==> config.mk <==
export PLATFORM = sky130hd
export DESIGN_NAME = trv_front
export DESIGN_NICKNAME = d
export VERILOG_FILES = /design/src/rtl/core/trv_pkg.sv /design/src/rtl/core/trv_front.sv
export SDC_FILE = /design/constraint.sdc
export NUM_CORES = 1
export LEC_CHECK = 0
export ABC_AREA = 1
export ABC_CLOCK_PERIOD_IN_PS = 6230
export BUFFER_PORTS_ARGS = -buffer_cell sky130_fd_sc_hd__buf_2
export CELL_PAD_IN_SITES_DETAIL_PLACEMENT = 0
export CELL_PAD_IN_SITES_GLOBAL_PLACEMENT = 1
export CORE_UTILIZATION = 45
export DETAILED_ROUTE_END_ITERATION = 10
export GPL_ROUTABILITY_DRIVEN = 0
export PLACE_DENSITY = 0.79
export SLEW_MARGIN = 20
export SYNTH_ARGS = -nofsm -noshare
export SYNTH_HDL_FRONTEND = slang
export SYNTH_SLANG_ARGS = --single-unit
==> constraint.sdc <==
create_clock -name clk -period 6.23 [get_ports clk]
set_input_delay 1.869 -clock clk [delete_from_list [all_inputs] [get_ports clk]]
set_output_delay 1.869 -clock clk [all_outputs]
set_load 0.05 [all_outputs]
==> src/rtl/core/trv_pkg.sv <==
package trv_pkg;

  // field and register widths
  localparam int POS_W  = 48;
  localparam int VEL_W  = 32;
  localparam int ACC_W  = 31;
  localparam int BAND_W = 32;
  localparam int CMD_W  = 2;
  localparam int CFG_W  = 32;
  localparam int IDX_W  = 2;

  // split of the error magnitude for the two partial products
  localparam int LO_W   = POS_W / 2;
  localparam int HI_W   = POS_W - LO_W;
  localparam int PROD_W = POS_W + ACC_W;
  localparam int VSQ_W  = 2 * ACC_W;

  // queue depths
  localparam int FQ_DEPTH = 4;
  localparam int FQ_PTR_W = $clog2(FQ_DEPTH);
  localparam int FQ_CNT_W = $clog2(FQ_DEPTH + 1);
  localparam int RQ_DEPTH = 2;
  localparam int RQ_PTR_W = $clog2(RQ_DEPTH);
  localparam int RQ_CNT_W = $clog2(RQ_DEPTH + 1);

  // saturation limits of the position
  localparam logic [POS_W-1:0] POS_MAX = {1'b0, {(POS_W-1){1'b1}}};
  localparam logic [POS_W-1:0] POS_MIN = {1'b1, {(POS_W-1){1'b0}}};

  // register reset values
  localparam logic [ACC_W-1:0]  ACCEL_RST = 31'd386547;
  localparam logic [ACC_W-1:0]  VMAX_RST  = 31'd343597384;
  localparam logic [BAND_W-1:0] BAND_RST  = 32'd429497;

  // register indexes
  localparam logic [IDX_W-1:0] REG_ACCEL_STEP   = 2'd0;
  localparam logic [IDX_W-1:0] REG_MAX_VELOCITY = 2'd1;
  localparam logic [IDX_W-1:0] REG_SETTLE_BAND  = 2'd2;

  // command codes on the input port
  localparam logic [CMD_W-1:0] CMD_TICK = 2'd0;
  localparam logic [CMD_W-1:0] CMD_SET  = 2'd1;
  localparam logic [CMD_W-1:0] CMD_SYNC = 2'd2;

  typedef enum logic [1:0] {
    OP_TICK,
    OP_SET,
    OP_SYNC,
    OP_NOP
  } op_t;

  typedef enum logic [1:0] {
    ST_IDLE,
    ST_MUL,
    ST_CMP,
    ST_UPD
  } st_t;

  typedef struct packed {
    op_t              op;
    logic [POS_W-1:0] pos;
  } item_t;

  typedef struct packed {
    logic             valid;
    op_t              op;
    logic [POS_W-1:0] pos;
  } cmd_t;

  typedef struct packed {
    logic [POS_W-1:0] pos;
    logic [VEL_W-1:0] vel;
    logic             decel;
  } res_t;

  typedef struct packed {
    logic push;
    res_t res;
  } rq_wr_t;

endpackage

==> src/rtl/core/trv_front.sv <==
module trv_front
  import trv_pkg::*;
(
  input  logic                    clk,
  input  logic                    rst,
  input  logic                    push,
  output logic                    full,
  input  logic        [CMD_W-1:0] command,
  input  logic signed [POS_W-1:0] position_value,
  input  logic                    take,
  output cmd_t                    cmd
);

  item_t               mem [FQ_DEPTH];
  logic [FQ_PTR_W-1:0] wr_ptr;
  logic [FQ_PTR_W-1:0] rd_ptr;
  logic [FQ_CNT_W-1:0] count;
  logic                do_push;
  logic                do_pop;
  item_t               item_in;

  // classify the incoming command
  always_comb begin
    item_in.pos = position_value;
    case (command)
      CMD_TICK: item_in.op = OP_TICK;
      CMD_SET:  item_in.op = OP_SET;
      CMD_SYNC: item_in.op = OP_SYNC;
      default:  item_in.op = OP_NOP;
    endcase
  end

  assign full    = (count == FQ_CNT_W'(FQ_DEPTH));
  assign do_push = push && !full;
  assign do_pop  = take && (count != '0);

  // queue pointers and fill count
  always_ff @(posedge clk) begin
    if (rst) begin
      wr_ptr <= '0;
      rd_ptr <= '0;
      count  <= '0;
    end else begin
      if (do_push) begin
        wr_ptr <= (wr_ptr == FQ_PTR_W'(FQ_DEPTH - 1)) ? '0 : wr_ptr + 1'b1;
      end
      if (do_pop) begin
        rd_ptr <= (rd_ptr == FQ_PTR_W'(FQ_DEPTH - 1)) ? '0 : rd_ptr + 1'b1;
      end
      case ({do_push, do_pop})
        2'b10:   count <= count + 1'b1;
        2'b01:   count <= count - 1'b1;
        default: count <= count;
      endcase
    end
  end

  // queue storage
  always_ff @(posedge clk) begin
    if (do_push) begin
      mem[wr_ptr] <= item_in;
    end
  end

  // head of queue towards the back end
  always_comb begin
    cmd.valid = (count != '0);
    cmd.op    = mem[rd_ptr].op;
    cmd.pos   = mem[rd_ptr].pos;
  end

endmodule

Word level (Yosys, flattened, before mapping). Memory sizes are Yosys's and may differ from the RTL's. A register that Yosys moved wholly into a read port is not among the register bits. Index checks and enable logic that the tools add are counted.

$add $sub $neg: 4. Eq/ne operators: 7. Muxes and demuxes: 8. Reduce and logical (&&, ||, !) cells: 6.

Operators with widths (number): == test 2 bit (second input constant) (4); 2-to-1 mux 2 bit (4); one-hot mux 2 bit (3 select lines) (1); one-hot mux 3 bit (2 select lines) (1); adder 2 x 1 -> 2 bit (second input constant) (2); == test 2 x 1 -> 1 bit (second input constant) (2); adder 3 x 1 -> 3 bit (second input constant) (1); == test 3 bit (second input constant) (1); nonzero test 3 bit (1); subtractor 3 x 1 -> 3 bit (second input constant) (1); logical AND 1 bit (2); logical NOT 2 bit (1); 2-to-1 mux 1 bit (2); nonzero test 2 bit (1); logical NOT 1 bit (1).

Register bits after elaboration: 7. RAM bits: 200. Input bits: 54. Output and inout bits: 52. Word-level logic and storage cells: 29. Memories kept: 1.

Memories: mem (words 4, bits a word 50, rd ports 1, clocked after Yosys merged registers in 1, wr ports 1, RTL line trv_front.sv:14) `item_t mem [FQ_DEPTH];`.

Depth between registers and ports, before layout.
Word-level depth: 5. Mapped depth: 13. Mapped depth without buffers: 13.

Worst setup path after synthesis. Ideal clock, no wire load.

Path kind: input -> register. From: in push. To: mem mem[0][0] (netlist name), enable pin. Arrival time: 4.086 ns. Data required time: 5.772 ns. Setup slack: 1.687 ns. Stages on the path: 2. Path buffers: 0. Cells stage by stage: nand2_1 > nor2_1.

Longest elaborated chain between the ends: 3.

RTL lines: from (decl) (RTL line trv_front.sv:6) `input logic push,`; logical AND 1 bit (RTL line trv_front.sv:34) `assign do_push = push && !full;`; 2-to-1 mux 1 bit (RTL line trv_front.sv:60) `if (do_push) begin`; 2-to-1 mux 1 bit (not written as such) (RTL line trv_front.sv:61) `mem[wr_ptr] <= item_in;`; to (decl) (RTL line trv_front.sv:14).

No other way between the ends.

==> flow_summary.yaml <==
outcome:
  status: "finished clean"
cts:
  path_clk_slew_ps: 60
  htreeDepth: 1
  ctsHoldBuffers: 0
  clk_latency_ps: 490
  cts_tree: "built"
  cts_root_buffer: "clkbuf_16"
  cts_buffers: 22
  cts_setup_buffers: 0
  postCtsResizedCells: 0
  clock-sinks: 209
  clk_path_buf_depth: 3
routing:
  drt_iter0_drc: 286
  drc: 0
  first_pass_iters: 5
  via_per_inst: 5.33
  antenna_left: 0
  dr_total_vias: 4782
  wl_per_cell_um: 18.2
  drt_wl_total_um: 16300
place:
  dpl_cell_area_um2: 8590
  dp_cells: 857
  io_buffers: 105
  hpwl_um: 9090
global_route:
  antenna_found_initial: 1
  grt-ovfl-total: 0
  grt_pass1_vias: 4788
  grt_use_total: 0.178
  grt_pass1_wl_um: 25200
  grt_max_degree: 102
logic_synthesis:
  synth_cell_types: 24
  synth_top_family_by_area: "compound AO/OA/AOI/OAI gates"
  yosys_most_used_dff: "edfxtp_1"
  synth_enable_flop_cells: 200
  synth_compound_area_frac: 0.105
  yosysMostFrequentCell: "edfxtp_1"
  synth_area_um2: 8060
  synth_top_area_share: 0.745
  yosys.area_share.xor_xnor: 0
  synthCells: 556
  synth-simple-area-share: 0.0629
  synthAdderAreaFrac: 0.0118
  yosys_warnings: 0
  synth-seq-area-share: 0.768
  synth_common_cells: "edfxtp_1 (200), nor2_1 (111), o21ai_1 (60)"
  synth_largest_area_cell: "edfxtp_1"
  synth.net_count: 617
  synth_seq_cells: 209
  synth_area_leaders: "edfxtp_1 (75%), nor2_1 (5.2%), o22ai_1 (3.9%)"
  synth_area_per_cell_um2: 14.5
  yosys-mux-area-fraction: 0
  synth-async-reset-ratio: 0
layout:
  final_cells: 898
  areaGrowthSynthToFinish_pct: 15.0
  drive_gt1_frac: 0.225
  nets: 718
  design_area_um2: 9270
  regArea_um2: 6190
  nFillCells: 1467
  multi_input_comb_area_um2: 1480
sta:
  finalClockSkew_ps: 5.76
  finalSetupTns_ps: 0
  drv_slew: 0
  finalHoldViolCount: 0
  relSlewSlack: 0.344
  period_share: 0.753
  rsz0062_at_grt: "no"
  setup_viol: 0
  period_needed_ps: 4690
  fmax_ghz: 0.213
  tightest_slew_ps: 983
min_path:
  hold-path-cell-count: 2
  min_from: "rd_ptr[1]$_SDFFE_PP0P_"
  hold_class: "register to register"
worst_setup_path:
  path_class: "register to primary output"
  r2r_end: "mem[0][6]$_DFFE_PP_"
  rr_worst_depth: 5
  crit_arrival_ps: 2820
  crit_path_end_kind: "primary output"
  critPathLaunchType: "register"
  rrSetupSlack_ps: 3670
  critPathMaxFanout: 51
  critPathRequiredTime_ps: 4360
  rr_startpoint: "count[1]$_SDFFE_PP0P_"
power:
  clkPwrFrac: 0.257
  p_leak_nw: 3.30
  p_int_mw: 2.72
  p_comb_frac: 0.352
  switching_share: 0.403
  powerDensity_nw_per_um2: 491
  seq_power_share: 0.391
  p_switching_mw: 1.84
  peakVddDrop_v: 0.000243
die:
  io_pins: 106
  core_area_um2: 17400
  die_y_um: 136
  rows: 48
  die_area_um2: 18400
  dieWidth_um: 136
  initial_utilization: 0.463
job:
  maxCapViolations: 0
-- stage by stage --
stage | power, mW | hold WS (ps) | worst slack [ps] | util
2_1_floorplan | 3.11 | 483 | 1690 | -
3_3_place_gp | 3.38 | 507 | 1980 | 0.493
3_5_place_dp | 3.41 | 512 | 1980 | 0.493
4_1_cts | 4.59 | 519 | 1450 | 0.531
5_1_grt | 4.76 | 577 | 1270 | 0.532
6_report | 4.56 | 519 | 1540 | 0.532
-- cells in the final DEF, fill, tap and decap left out, types with 2 or more instances in the layout --
cell       instances
nor2_1           107
nor2_4             4
a21oi_1            5
clkinv_2           7
o21ai_0           42
o22ai_1           50
o21ai_1           60
nand2_1           14
ha_1               6
edfxtp_1         200
buf_2            105
dfxtp_1            7
nand3b_1           2
clkinv_1           2
clkbuf_16         23
buf_4              4
inv_1             16
inv_2              2
nand3_1            2
clkbuf_1           6
-- sequential cells by signal, summed over array words and instances, names as in the netlist, named ones only --
signal  flops
count       3
rd_ptr      2
mem       200
wr_ptr      2
-- power groups by stage --
stage                     combinational (mW)  sequential, mW  clock (mW)
after floorplan                         1.35            1.76           0
after global placement                  1.53            1.85           0
after detailed placement                1.56            1.86           0
after CTS                               1.56            1.83        1.20
after global routing                    1.72            1.80        1.24
final                                   1.60            1.78        1.17
-- worst max path at each step --
stage,slack (ps),depth (start not counted),startpoint,endpoint
floorplan,1690,2,push,mem[0][0]$_DFFE_PP_
global placement,1980,4,register,cmd[29]
detailed placement,1980,4,register,cmd[29]
CTS,1450,4,register,cmd[29]
global route,1270,4,register,cmd[25]
finish,1540,4,register,cmd[31]
-- cell type report --
cell class                 count  share of cell area
inverter                      19             0.00904
sequential                   209               0.668
multi-input combinational    295               0.160
clock inverter                10             0.00553
clock buffer                  29              0.0645
tap                          225              0.0304
antenna                        1            0.000270
timing repair buffer         110              0.0629
-- worst max-delay path, stage by stage (launching register included) --
cell and delay, ps:
dfxtp_2 970, inv_2 670, o21ai_1 280, o22ai_1 130
buf_2 230
-- per-layer routing --
metal	global-route usage	wire length [µm]	up-vias
met2	0.293	7740	145
met5	0	0	-
met4	0.0412	259	0
met1	0.243	7230	2334
li1	-	-	2277
met3	0.0380	1100	26
-- cell families after synthesis --
| logic type | count (synthesis) |
|---|---|
| DFF | 209 |
| adders and majority gates | 7 |
| buffers and inverters | 52 |
| AOI/OAI and AO/OA | 157 |
| and+or+nand+nor | 131 |
No activity file was read; power rests on OpenSTA's default activity.
