**src/rtl/core/trv_pkg.sv**
```systemverilog
package trv_pkg;

  // field and register widths
  localparam int POS_W  = 48;
  localparam int VEL_W  = 32;
  localparam int ACC_W  = 31;
  localparam int BAND_W = 32;
  localparam int CMD_W  = 2;
  localparam int CFG_W  = 32;
  localparam int IDX_W  = 2;

  // split of the error magnitude for the two partial products
  localparam int LO_W   = POS_W / 2;
  localparam int HI_W   = POS_W - LO_W;
  localparam int PROD_W = POS_W + ACC_W;
  localparam int VSQ_W  = 2 * ACC_W;

  // queue depths
  localparam int FQ_DEPTH = 4;
  localparam int FQ_PTR_W = $clog2(FQ_DEPTH);
  localparam int FQ_CNT_W = $clog2(FQ_DEPTH + 1);
  localparam int RQ_DEPTH = 2;
  localparam int RQ_PTR_W = $clog2(RQ_DEPTH);
  localparam int RQ_CNT_W = $clog2(RQ_DEPTH + 1);

  // saturation limits of the position
  localparam logic [POS_W-1:0] POS_MAX = {1'b0, {(POS_W-1){1'b1}}};
  localparam logic [POS_W-1:0] POS_MIN = {1'b1, {(POS_W-1){1'b0}}};

  // register reset values
  localparam logic [ACC_W-1:0]  ACCEL_RST = 31'd386547;
  localparam logic [ACC_W-1:0]  VMAX_RST  = 31'd343597384;
  localparam logic [BAND_W-1:0] BAND_RST  = 32'd429497;

  // register indexes
  localparam logic [IDX_W-1:0] REG_ACCEL_STEP   = 2'd0;
  localparam logic [IDX_W-1:0] REG_MAX_VELOCITY = 2'd1;
  localparam logic [IDX_W-1:0] REG_SETTLE_BAND  = 2'd2;

  // command codes on the input port
  localparam logic [CMD_W-1:0] CMD_TICK = 2'd0;
  localparam logic [CMD_W-1:0] CMD_SET  = 2'd1;
  localparam logic [CMD_W-1:0] CMD_SYNC = 2'd2;

  typedef enum logic [1:0] {
    OP_TICK,
    OP_SET,
    OP_SYNC,
    OP_NOP
  } op_t;

  typedef enum logic [1:0] {
    ST_IDLE,
    ST_MUL,
    ST_CMP,
    ST_UPD
  } st_t;

  typedef struct packed {
    op_t              op;
    logic [POS_W-1:0] pos;
  } item_t;

  typedef struct packed {
    logic             valid;
    op_t              op;
    logic [POS_W-1:0] pos;
  } cmd_t;

  typedef struct packed {
    logic [POS_W-1:0] pos;
    logic [VEL_W-1:0] vel;
    logic             decel;
  } res_t;

  typedef struct packed {
    logic push;
    res_t res;
  } rq_wr_t;

endpackage

```
**src/rtl/core/trv_result_q.sv**
```systemverilog
module trv_result_q
  import trv_pkg::*;
(
  input  logic   clk,
  input  logic   rst,
  input  rq_wr_t wr,
  output logic   full,
  input  logic   pop,
  output logic   empty,
  output res_t   head
);

  res_t                mem [RQ_DEPTH];
  logic [RQ_PTR_W-1:0] wr_ptr;
  logic [RQ_PTR_W-1:0] rd_ptr;
  logic [RQ_CNT_W-1:0] count;
  logic                do_push;
  logic                do_pop;

  assign full    = (count == RQ_CNT_W'(RQ_DEPTH));
  assign empty   = (count == '0);
  assign do_push = wr.push && !full;
  assign do_pop  = pop && !empty;
  assign head    = mem[rd_ptr];

  // queue pointers and fill count
  always_ff @(posedge clk) begin
    if (rst) begin
      wr_ptr <= '0;
      rd_ptr <= '0;
      count  <= '0;
    end else begin
      if (do_push) begin
        wr_ptr <= (wr_ptr == RQ_PTR_W'(RQ_DEPTH - 1)) ? '0 : wr_ptr + 1'b1;
      end
      if (do_pop) begin
        rd_ptr <= (rd_ptr == RQ_PTR_W'(RQ_DEPTH - 1)) ? '0 : rd_ptr + 1'b1;
      end
      case ({do_push, do_pop})
        2'b10:   count <= count + 1'b1;
        2'b01:   count <= count - 1'b1;
        default: count <= count;
      endcase
    end
  end

  // result storage
  always_ff @(posedge clk) begin
    if (do_push) begin
      mem[wr_ptr] <= wr.res;
    end
  end

endmodule

```
**config.mk**
```make
export PLATFORM = sky130hd
export DESIGN_NAME = trv_result_q
export DESIGN_NICKNAME = d
export VERILOG_FILES = /design/src/rtl/core/trv_pkg.sv /design/src/rtl/core/trv_result_q.sv
export SDC_FILE = /design/constraint.sdc
export NUM_CORES = 1
export LEC_CHECK = 0
export BUFFER_PORTS_ARGS = -buffer_cell sky130_fd_sc_hd__buf_4
export CAP_MARGIN = 20
export CORE_ASPECT_RATIO = 0.5
export CORE_UTILIZATION = 56
export CTS_CLUSTER_SIZE = 40
export DETAILED_ROUTE_END_ITERATION = 12
export PLACE_DENSITY = 0.95
export SYNTH_ARGS = -nofsm -noshare
export SYNTH_HDL_FRONTEND = slang
export SYNTH_SLANG_ARGS = --single-unit
```
**constraint.sdc**
```tcl
create_clock -name clk -period 4.65 [get_ports clk]
set_input_delay 0.2325 -clock clk [delete_from_list [all_inputs] [get_ports clk]]
set_output_delay 0.2325 -clock clk [all_outputs]
set_load 0.01 [all_outputs]
```
* After elaboration in Yosys (flattened, before gate mapping)
Memory sizes are Yosys's and may differ from the RTL's. A register that Yosys moved wholly into a read port is not among the register bits.
Cells that the tools add are included.
** Word-level totals
- Word-level logic and storage cells :: 24
- Output and inout port bits :: 83
- Bits in registers :: 4
- Bits in writable memories :: 162
- Latch bits :: 0
- Bits in read-only memories :: 0
- Memories kept :: 1
- Bits of input ports :: 85
** Memories
- mem :: words 2, width 81, read ports 1, clocked after memory_dff 1, write ports 1, line trv_result_q.sv:13 : res_t mem [RQ_DEPTH];
** Operators by class
- Mux-type cells :: 7
- Eq/ne operators :: 3
- Add/sub/neg operators :: 4
- Div/mod/pow operators :: 0
- Reductions and logical operators :: 6
- Shifts and indexed selects :: 0
- Multipliers :: 0
- $lt $le $gt $ge :: 0
- Bitwise operators :: 0
** Operator list (number)
- two-way mux 1 bit :: 6
- equality test 2 bit, second input constant :: 2
- one-hot mux 2 bit (2 select lines) :: 1
- adder 1 bit, second input constant :: 2
- adder 2 x 1 -> 2 bit, second input constant :: 1
- equality test 2 x 1 -> 1 bit, second input constant :: 1
- logical AND 1 bit :: 2
- zero test 1 bit :: 2
- zero test 2 bit :: 1
- nonzero test 2 bit :: 1
- subtractor 2 x 1 -> 2 bit, second input constant :: 1

* Longest topological paths before layout
Gate-level depths: netlist (run 1).
- Depth in word-level cells :: 5
- Mapped depth :: 6
- Gate-level depth less buffers :: 6

* Least setup slack after synthesis (run 1)
Ideal clock, no wire load.
- Path type :: register to register
- Start :: register count[0]
- End :: memory mem[0][0] (netlist name), enable pin
- Data required time :: 4.215 ns
- Library setup time :: 0.435 ns
- Setup slack :: 1.713 ns
- Data arrival time :: 2.502 ns
- Buffers on the path :: 0
- Stages on the path, launching flop included :: 5
- Cells stage by stage :: dfxtp_1 > nand2b_2 > inv_2 > or3_1 > inv_1
** Between the ends
- Cells in the longest elaborated chain, start to end :: 5
** RTL lines
- start: declaration :: line trv_result_q.sv:16 : logic [RQ_CNT_W-1:0] count;
- start signal: assignment :: line trv_result_q.sv:40 : 2'b10: count <= count + 1'b1;
- start signal: assignment :: line trv_result_q.sv:41 : 2'b01: count <= count - 1'b1;
- start signal: assignment :: line trv_result_q.sv:42 : default: count <= count;
- equality test 2 bit :: line trv_result_q.sv:20 : assign full = (count == RQ_CNT_W'(RQ_DEPTH));
- named net full :: line trv_result_q.sv:7 : output logic full,
- zero test 1 bit :: line trv_result_q.sv:22 : assign do_push = wr.push && !full;
- logical AND 1 bit :: line trv_result_q.sv:22
- two-way mux 1 bit :: line trv_result_q.sv:49 : if (do_push) begin
- two-way mux 1 bit (not written as such) :: line trv_result_q.sv:50 : mem[wr_ptr] <= wr.res;
- end: declaration :: line trv_result_q.sv:13
The timed path passes the listed nets, and every way through them passes these cells.

* Worst setup path after layout (run 1)
- Start :: register count[0]
- End :: memory mem[0][30] (netlist name), enable pin
** Between the ends
- Cells in the longest elaborated chain, start to end :: 5
** RTL lines (line)
- equality test 2 bit :: trv_result_q.sv:20
- zero test 1 bit :: trv_result_q.sv:22
- logical AND 1 bit :: trv_result_q.sv:22
- two-way mux 1 bit :: trv_result_q.sv:49
- two-way mux 1 bit (not written as such) :: trv_result_q.sv:50
Every way passes these cells.

==> metrics, run 1 <==
outcome completed; FP Rows 26; TNS Setup 0 ps; Pwr Total around 4600 uW; Multi-input gate area 1030 sq um; Worst Skew a little under 10 ps; hold buffers post-CTS 35; DRT Pass-1 Iters 5; initial antenna violation count 0; Hold Fails Final Rpt 0; placed cell area ~7400 sq um; DP HPWL 7850 um; Startpoint Class flop; wire length per cell between 20 and 25 um; register area 4970 sq um; DRT antenna net count 0; critical path's largest stage delay between 700 and 800 ps; vias between 3,000 and 4,000; Core Area 10,300 sq um; Avg Cell Area, Syn between 20 and 25 sq um; Critical Path Most Common Cell inv_2; nets@finish between 600 and 700; share of cells above drive strength 1 approximately half; n_diodes 0; critical path's slowest cell buf_4; Final Util 84.7%; Worst Path Arrival 2670 ps; top cells by area, synth edfxtp_1 80%, mux2_2 15%, dfxtp_1 1.7%; Residual DRC 0; Initial Utilization about three fifths; htree depth 4; Netlist cell types 17; vias in the first global route around 3,500; Bufs on Longest Clock Path 2; GPL Wtd Cong 0.755; Post-CTS Setup Repair Bufs 0; worst hold-check path type in -> reg; Final Max Tran Viols 0; Max-slew headroom between 20% and 30%; TritonCTS clock tree yes; Seq/Total Area, Yosys between 80% and 90%; Pwr Density 524 nW/um^2; area grow syn2layout 44.9%; Die W between 100 and 150 um; worst-path cell chain nand2b_2 > inv_2 > or3_1 > inv_2 > buf_4; Yosys reg bits between 150 and 200; Max Cap Viol 0; Slew @ Worst Pin 1090 ps; DRC marker count from the first detailed-route iteration a little over 300; Synth top area share between 80% and 90%; VDD IR max roughly 540 uV; leading area contributor after synthesis edfxtp_1; crit path max fanout 56; worst-skew pair later-pin latency roughly 430 ps; Ports between 150 and 200; Clock Sinks around 170; IO Port Bufs between 150 and 200; Synth Instances around 280; Period Utilization, post-route 56.5%; fill cell count 430; Total Die Area between 10,000 and 15,000 sq um; CTS root buf clkbuf_16; minimum clock period 2630 ps; total CTS buffers 17; CP Capture Type flop; Syn Nets about 360; via-per-instance ratio 5.55; Total Routed Length 16,400 um; largest net degree at the start of global routing just over 80; Fmax between 300 and 400 MHz; Yosys warning count 0; hold_ws 12.5 ps; die height 75.5 um; fin area about 9000 sq um; # setup viols final 0; clk slew on worst S/H paths about 70 ps; kind of critical path reg -> reg; synthesized cell area around 6000 sq um; GRT Total Usage between 20% and 30%; grt total ovfl 0; Worst EP required 4690 ps; RSZ-0062 raised after global routing no; post_cts resized 0; global-route wire length before repair between 20,000 and 25,000 um; P_leak 0.00331 uW
[registers in the layout (all words and copies together), names as in the netlist, named ones only]
register / count
mem: 162
count: 2
rd_ptr: 1
wr_ptr: 1
[path summary, 6_finish.rpt]
path                            startpoint         end  slack [ps]  cells past startpoint
worst min-delay path                wr[39]  mem[0][39]          10                      1
worst max register to register    count[0]  mem[0][30]        2020                      5
worst min register to register      rd_ptr      rd_ptr         530                      2
worst max-delay path              count[0]  mem[0][30]        2020                      5
[per-stage QoR]
step | setup WS, ps | std cells
after floorplan | 1710 | 278
after global placement | 2150 | 577
after detailed placement | 2100 | 577
after CTS | 2060 | 640
after global routing | 1880 | 685
final | 2020 | 685
[layout by cell type, fill, tap and decap left out, drive strengths merged]
cell	Yosys	final
a21oi	2	2
and3	1	1
buf	9	169
bufinv	0	1
clkbuf	0	19
clkinv	0	8
dfxtp	5	5
dlygate4sd3	0	79
edfxtp	162	162
ha	1	1
inv	3	3
mux2	81	81
nand2	1	1
nand2b	1	1
nor2	4	4
o21a	1	1
o21ai	2	2
or3	2	2
xnor2	2	2
xor2	1	1
[critical path: cells and delay by family (launching register included)]
family | cells | cell delay (ps)
flip-flops | 1 | 410
buffers and inverters | 3 | 1280
AND/OR/NAND/NOR | 2 | 520
[synth_stat cells]
cell type / n
ha_1: 1
nand2b_2: 1
inv_1: 2
dfxtp_1: 5
xnor2_1: 2
nor2_1: 4
or3_1: 2
o21a_1: 1
a21oi_1: 2
o21ai_0: 2
inv_2: 1
mux2_2: 81
nand2_1: 1
edfxtp_1: 162
xor2_1: 1
buf_2: 9
and3_1: 1
[report_power, final]
part	internal, uW	total, uW	switching [uW]
registers	1910	2080	178
clock network	712	1270	556
logic	686	1240	556
total	3300	4590	1290
[layer usage]
| metal | share of wire, % | vias up | track usage [%] |
|---|---|---|---|
| met5 | 0 | - | 0 |
| met4 | 4.5 | 0 | 15.2 |
| met3 | 5.5 | 61 | 8.08 |
| met2 | 52 | 248 | 46.7 |
| met1 | 38 | 1883 | 29.7 |
| li1 | - | 1610 | - |
[logic make-up (layout without fill, tap and decap cells)]
| group | Yosys count | count (layout) | share of synthesized area [%] |
|---|---|---|---|
| and+or+nand+nor | 9 | 9 | 0.766 |
| muxes | 81 | 81 | 15.1 |
| DFF | 167 | 167 | 82.1 |
| AOI/OAI and AO/OA | 5 | 5 | 0.455 |
| xor gates and xnor gates | 3 | 3 | 0.435 |
| adders and majority gates | 1 | 1 | 0.207 |
| buffers and inverters | 12 | 279 | 0.931 |
[area by class of cell]
type                            instances  area share, %
Clock buffer                           19           4.94
Clock inverter                          9          0.728
Inverter                                3          0.129
Multi-Input combinational cell         99           11.8
Sequential cell                       167           56.7
Tap cell                              140           2.00
Timing Repair Buffer                  248           23.7
No activity file was read; power rests on OpenSTA's default activity.
==> run 2, diff against run 1 <==
- CORE_UTILIZATION: 56 -> 52
- PLACE_DENSITY: 0.95 -> 0.9
- clock period: 4.65 -> 2.7 ns (I/O delays scaled with it)
==> run 2 against run 1 <==
Effect of this change:
- worst hold slack better by 98 ps
- via count is 1.2% lower
- setup slack worse by 1400 ps
- combinational power is 83% higher
- sequential power is 67% higher
- non-clock buffer count is 5 higher
- highest routed layer unchanged
==> metrics, run 2 (same netlist as run 1, synthesis figures left out) <==
Final Max Tran Viols 0; IO Port Bufs ~170; Core Area around 11,000 sq um; CP Capture Type output pin; Worst Path Arrival between 1500 and 2000 ps; max reg flops 162; FF-to-FF End mem[0][7]; post_cts resized 0; total CTS buffers 17; grt total ovfl 0; GPL Wtd Cong approximately 0.73; minimum clock period between 2000 and 2500 ps; DP HPWL approximately 7500 um; area grow syn2layout 48.8%; n_diodes 0; largest net degree at the start of global routing 82; Worst R2R Start count[0]; outcome completed; combinational group share of total power 26.6%; Biggest register mem; share of cells above drive strength 1 51.8%; DRT Pass-1 Iters 4; hold path endpoint wr_ptr; worst-skew pair later-pin latency roughly 430 ps; Hold Fails Final Rpt 0; Pwr Total 8510 uW; sw frac a little over a quarter; P_leak 0.00340 uW; CTS root buf clkbuf_16; nets@finish about 630; crit path max fanout between 50 and 60; die height 78.2 um; RSZ-0062 raised after global routing no; Max Cap Viol 0; Pwr Density ~950 nW/um^2; TritonCTS clock tree yes; Hold Startpoint wr[81]; htree depth 4; Residual DRC 0; kind of critical path reg -> out; Period Utilization, post-route around 78%; final setup margin 607 ps; Pint slightly above 6000 uW; WHS Path Cells 4; VDD IR max between 600 and 700 uV; Worst EP required 2570 ps; net switching power figure about 2300 uW; highest-count cells in the layout ignoring fill and taps 168 x buf_4, 162 x edfxtp_1, 82 x dlygate4sd3_1; Clock Sinks approximately 170; vias in the first global route ~3,900; GRT Total Usage approximately 28%; Fmax about 480 MHz; commonest non-fill, non-tap cell in the layout buf_4; wire length per cell ~23 um; Max-slew headroom approximately 68%; hold_ws between 100 and 150 ps; fin cells 699; reg-to-reg slack, setup between 800 and 900 ps; Slew @ Worst Pin 476 ps; Initial Utilization between 50% and 60%; pre-CTS setup slack around 850 ps; DRT antenna net count 0; Clock Power Share 32.6%; Ports ~170; TNS Setup 0 ps; via-per-instance ratio 5.38; R2R cell count 5; # setup viols final 0; DRC marker count from the first detailed-route iteration between 200 and 300; Top Registers mem (162), count (2); initial antenna violation count 0; Worst Skew just over 8 ps; sequential power share a little over 40%; Total Die Area approximately 12,000 sq um; FP Rows 27; Bufs on Longest Clock Path 2; vias 3,758; Total Routed Length 16,200 um; Startpoint Class flop; global-route wire length before repair about 23,000 um; Die W between 150 and 200 um; worst hold-check path type in -> reg; placed insts roughly 590; clk slew on worst S/H paths 60 ps
run 2: cell count changes in the layout (fill, tap and decap cells not counted), moves of 3 or more:
cell,delta
buf_12,+3
bufinv_16,+5
clkinv_1,-4
clkinvlp_4,+3
dlygate4sd3_1,+3
run 2: repair_timing:
action                                 in CTS  in global routing
endpoints found under the hold margin     167                  0
buffers inserted                            0                  0
hold buffers                               82                  0
run 2: through the flow:
stage	util, %	area [sq um]
after floorplan	-	6050
after CTS	80.7	8990
after global routing	80.7	8990
after global placement	67.4	7520
final	80.7	8990
after detailed placement	67.4	7520
run 2: final cells by class:
class | count | area (sq um)
Clock inverter | 14 | 228
Inverter | 3 | 15.0
Clock buffer | 18 | 429
Sequential cell | 167 | 4970
Fill cell | 515 | 2150
Tap cell | 145 | 181
Timing Repair Buffer | 253 | 2140
Multi-Input combinational cell | 99 | 1030
run 2: power by group through the flow:
| stage | Sequential, uW | Combinational [uW] | Clock, uW |
|---|---|---|---|
| 2_1_floorplan | 3400 | 1170 | 0 |
| 3_3_place_gp | 3450 | 2070 | 0 |
| 3_5_place_dp | 3480 | 2100 | 0 |
| 4_1_cts | 3440 | 2250 | 2720 |
| 5_1_grt | 3490 | 2360 | 2900 |
| 6_report | 3470 | 2270 | 2780 |
run 2: layer usage:
metal  share of wire (%)  vias to the layer above  global-route usage, %
met5                   0                        -                      0
met4                 2.5                        0                   13.1
met3                 5.1                       35                   5.58
met2                  54                      188                   49.5
met1                  39                     1917                   32.7
li1                    -                     1618                      -
run 2: worst max path at each step:
| stage | to | slack [ps] | cells after the start |
|---|---|---|---|
| after floorplan | mem[0][0] | 370 | 4 |
| after global placement | mem[0][4] | 880 | 5 |
| after detailed placement | mem[0][64] | 850 | 5 |
| after CTS | head[35] | 630 | 3 |
| after global routing | head[56] | 560 | 3 |
| final | head[24] | 610 | 3 |
run 2: critical path, cell delays in order, from the launching register on:
cell	delay, ps
dfxtp_4	580
buf_12	330
mux2_2	400
buf_4	150
==> run 3, diff against run 2 <==
- CORE_UTILIZATION: 52 -> 47
- PLACE_DENSITY: 0.9 -> 0.86
- clock period: 2.7 -> 1.7 ns (I/O delays scaled with it)
==> run 3 against run 2 <==
Effect of this change:
- critical path depth is 1 higher
- sequential power is 56% higher
- power increased by 61%
- non-clock buffer count grew 17
- combinational power is 92% higher
- setup slack lost 600 ps
- clock-buffer cell count stayed put
- core utilization shrank 4.5 points
- register-to-register slack got worse by 760 ps
- critical path type unchanged
- highest routed layer unchanged
==> metrics, run 3 (same netlist as run 1, synthesis figures left out) <==
outcome completed; DP HPWL approximately 8000 um; n_diodes 0; CP Capture Type output pin; TNS Setup 0 ps; Initial Utilization approximately 50%; vias in the first global route ~3,900; via-per-instance ratio around 5.2; Worst Path Arrival roughly 1600 ps; WHS Path Cells 4; P_leak between 0.003 and 0.004 uW; Bufs on Longest Clock Path 2; DRT Pass-1 Iters 5; fill cell count 616; GPL Wtd Cong a little over 0.7; FP Rows 28; nets@finish about 640; wire length per cell ~23 um; # setup viols final 0; commonest non-fill, non-tap cell in the layout buf_4; Slew @ Worst Pin roughly 240 ps; Total Die Area between 10,000 and 15,000 sq um; highest-count cells in the layout ignoring fill and taps 171 x buf_4, 162 x edfxtp_1, 82 x dlygate4sd3_1; share of cells above drive strength 1 between 50 and 60%; die height 82.2 um; worst-skew pair later-pin latency roughly 420 ps; worst hold-check path type in -> reg; Fmax just under 600 MHz; kind of critical path reg -> out; Core Area ~12,000 sq um; RSZ-0062 raised after global routing yes; critical path's largest stage delay 380 ps; Hold Fails Final Rpt 0; Top Registers mem (162), count (2); Max-slew headroom a little over four fifths; VDD IR max between 700 and 800 uV; total CTS buffers 17; Total Routed Length ~17,000 um; crit path max fanout 7; fin cells ~740; GRT Total Usage 25.5%; Biggest register mem; hold_ws approximately 120 ps; grt total ovfl 0; max reg flops 162; Final Max Tran Viols 0; Residual DRC 0; Worst EP required between 1500 and 2000 ps; Pwr Total about 14,000 uW; DRT antenna net count 0; TritonCTS clock tree yes; largest net degree at the start of global routing 27; placed insts just over 600; initial antenna violation count 0; Worst Skew around 9 ps; minimum clock period about 1700 ps; area grow syn2layout 53.2%; Period Utilization, post-route about 100%; critical path's slowest cell mux2_2; Clock Sinks approximately 170; global-route wire length before repair around 24,000 um; R2R cell count 5; DRC marker count from the first detailed-route iteration roughly 300; Max Cap Viol 0; Startpoint Class flop; htree depth 4; Ports between 150 and 200; clk slew on worst S/H paths about 60 ps; worst-path cell chain buf_12 > buf_6 > mux2_2 > buf_4; Pwr Density between 1000 and 1500 nW/um^2; CTS root buf clkbuf_16; Die W between 150 and 200 um; vias approximately 3,900; IO Port Bufs 167
==> run 3: cell types whose count changed in the layout (fill, tap and decap cells not counted), sizes merged <==
cell / delta
clkinv: +2
clkbuf: +4
inv: +1
bufinv: -3
clkinvlp: -1
buf: +13
==> run 3: routing by layer <==
metal / global-route usage, % / vias to the layer above / wire length [um]
li1: - / 1666 / -
met1: 30.5 / 1994 / 6850
met2: 46.0 / 167 / 9060
met3: 5.74 / 24 / 958
met4: 9.72 / 0 / 314
met5: 0 / - / 0
==> run 3: critical path, delay by kind of cell (launching register included) <==
family	cells	cell delay [ps]
mux	1	380
flops	1	360
buf+inv	3	460
==> run 3: timing repair <==
action / 4_1_cts / 5_1_grt
hold buffers: 82 / 0
endpoints found under the setup margin: 68 / 36
setup buffers: 2 / 2
gates cloned: 0 / 4
gates resized for setup: 0 / 5
endpoints found under the hold margin: 167 / 0
==> run 3: cell type report <==
cell class | count | area, sq um | share of cell area (%)
sequential | 167 | 4970 | 53.6
tap | 165 | 206 | 2.23
multi-input combinational | 99 | 1050 | 11.3
timing repair buffer | 270 | 2440 | 26.3
clock inverter | 13 | 155 | 1.67
clock buffer | 18 | 429 | 4.63
inverter | 3 | 17.5 | 0.189
==> run 3: final timing paths <==
path / end / slack, ps / start
worst max-delay path: head[65] / 4 / flop
worst min-delay path: rd_ptr / 120 / pop
worst max register to register: mem[0][44] / 50 / count[0]
worst min register to register: rd_ptr / 530 / rd_ptr
==> run 3: metrics by stage <==
step / instance area [sq um] / worst slack [ps] / util, %
final: 9260 / 4.33 / 76.2
after global routing: 9260 / -30.9 / 76.2
after CTS: 9120 / 5.84 / 75.0
after detailed placement: 7700 / 82.2 / 63.3
after global placement: 7700 / 133 / 63.3
after floorplan: 6060 / -517 / -
==> run 3: report_power, final <==
group / switching [uW] / internal (uW)
registers: 219 / 5200
logic: 2000 / 2360
clock network: 1600 / 2300
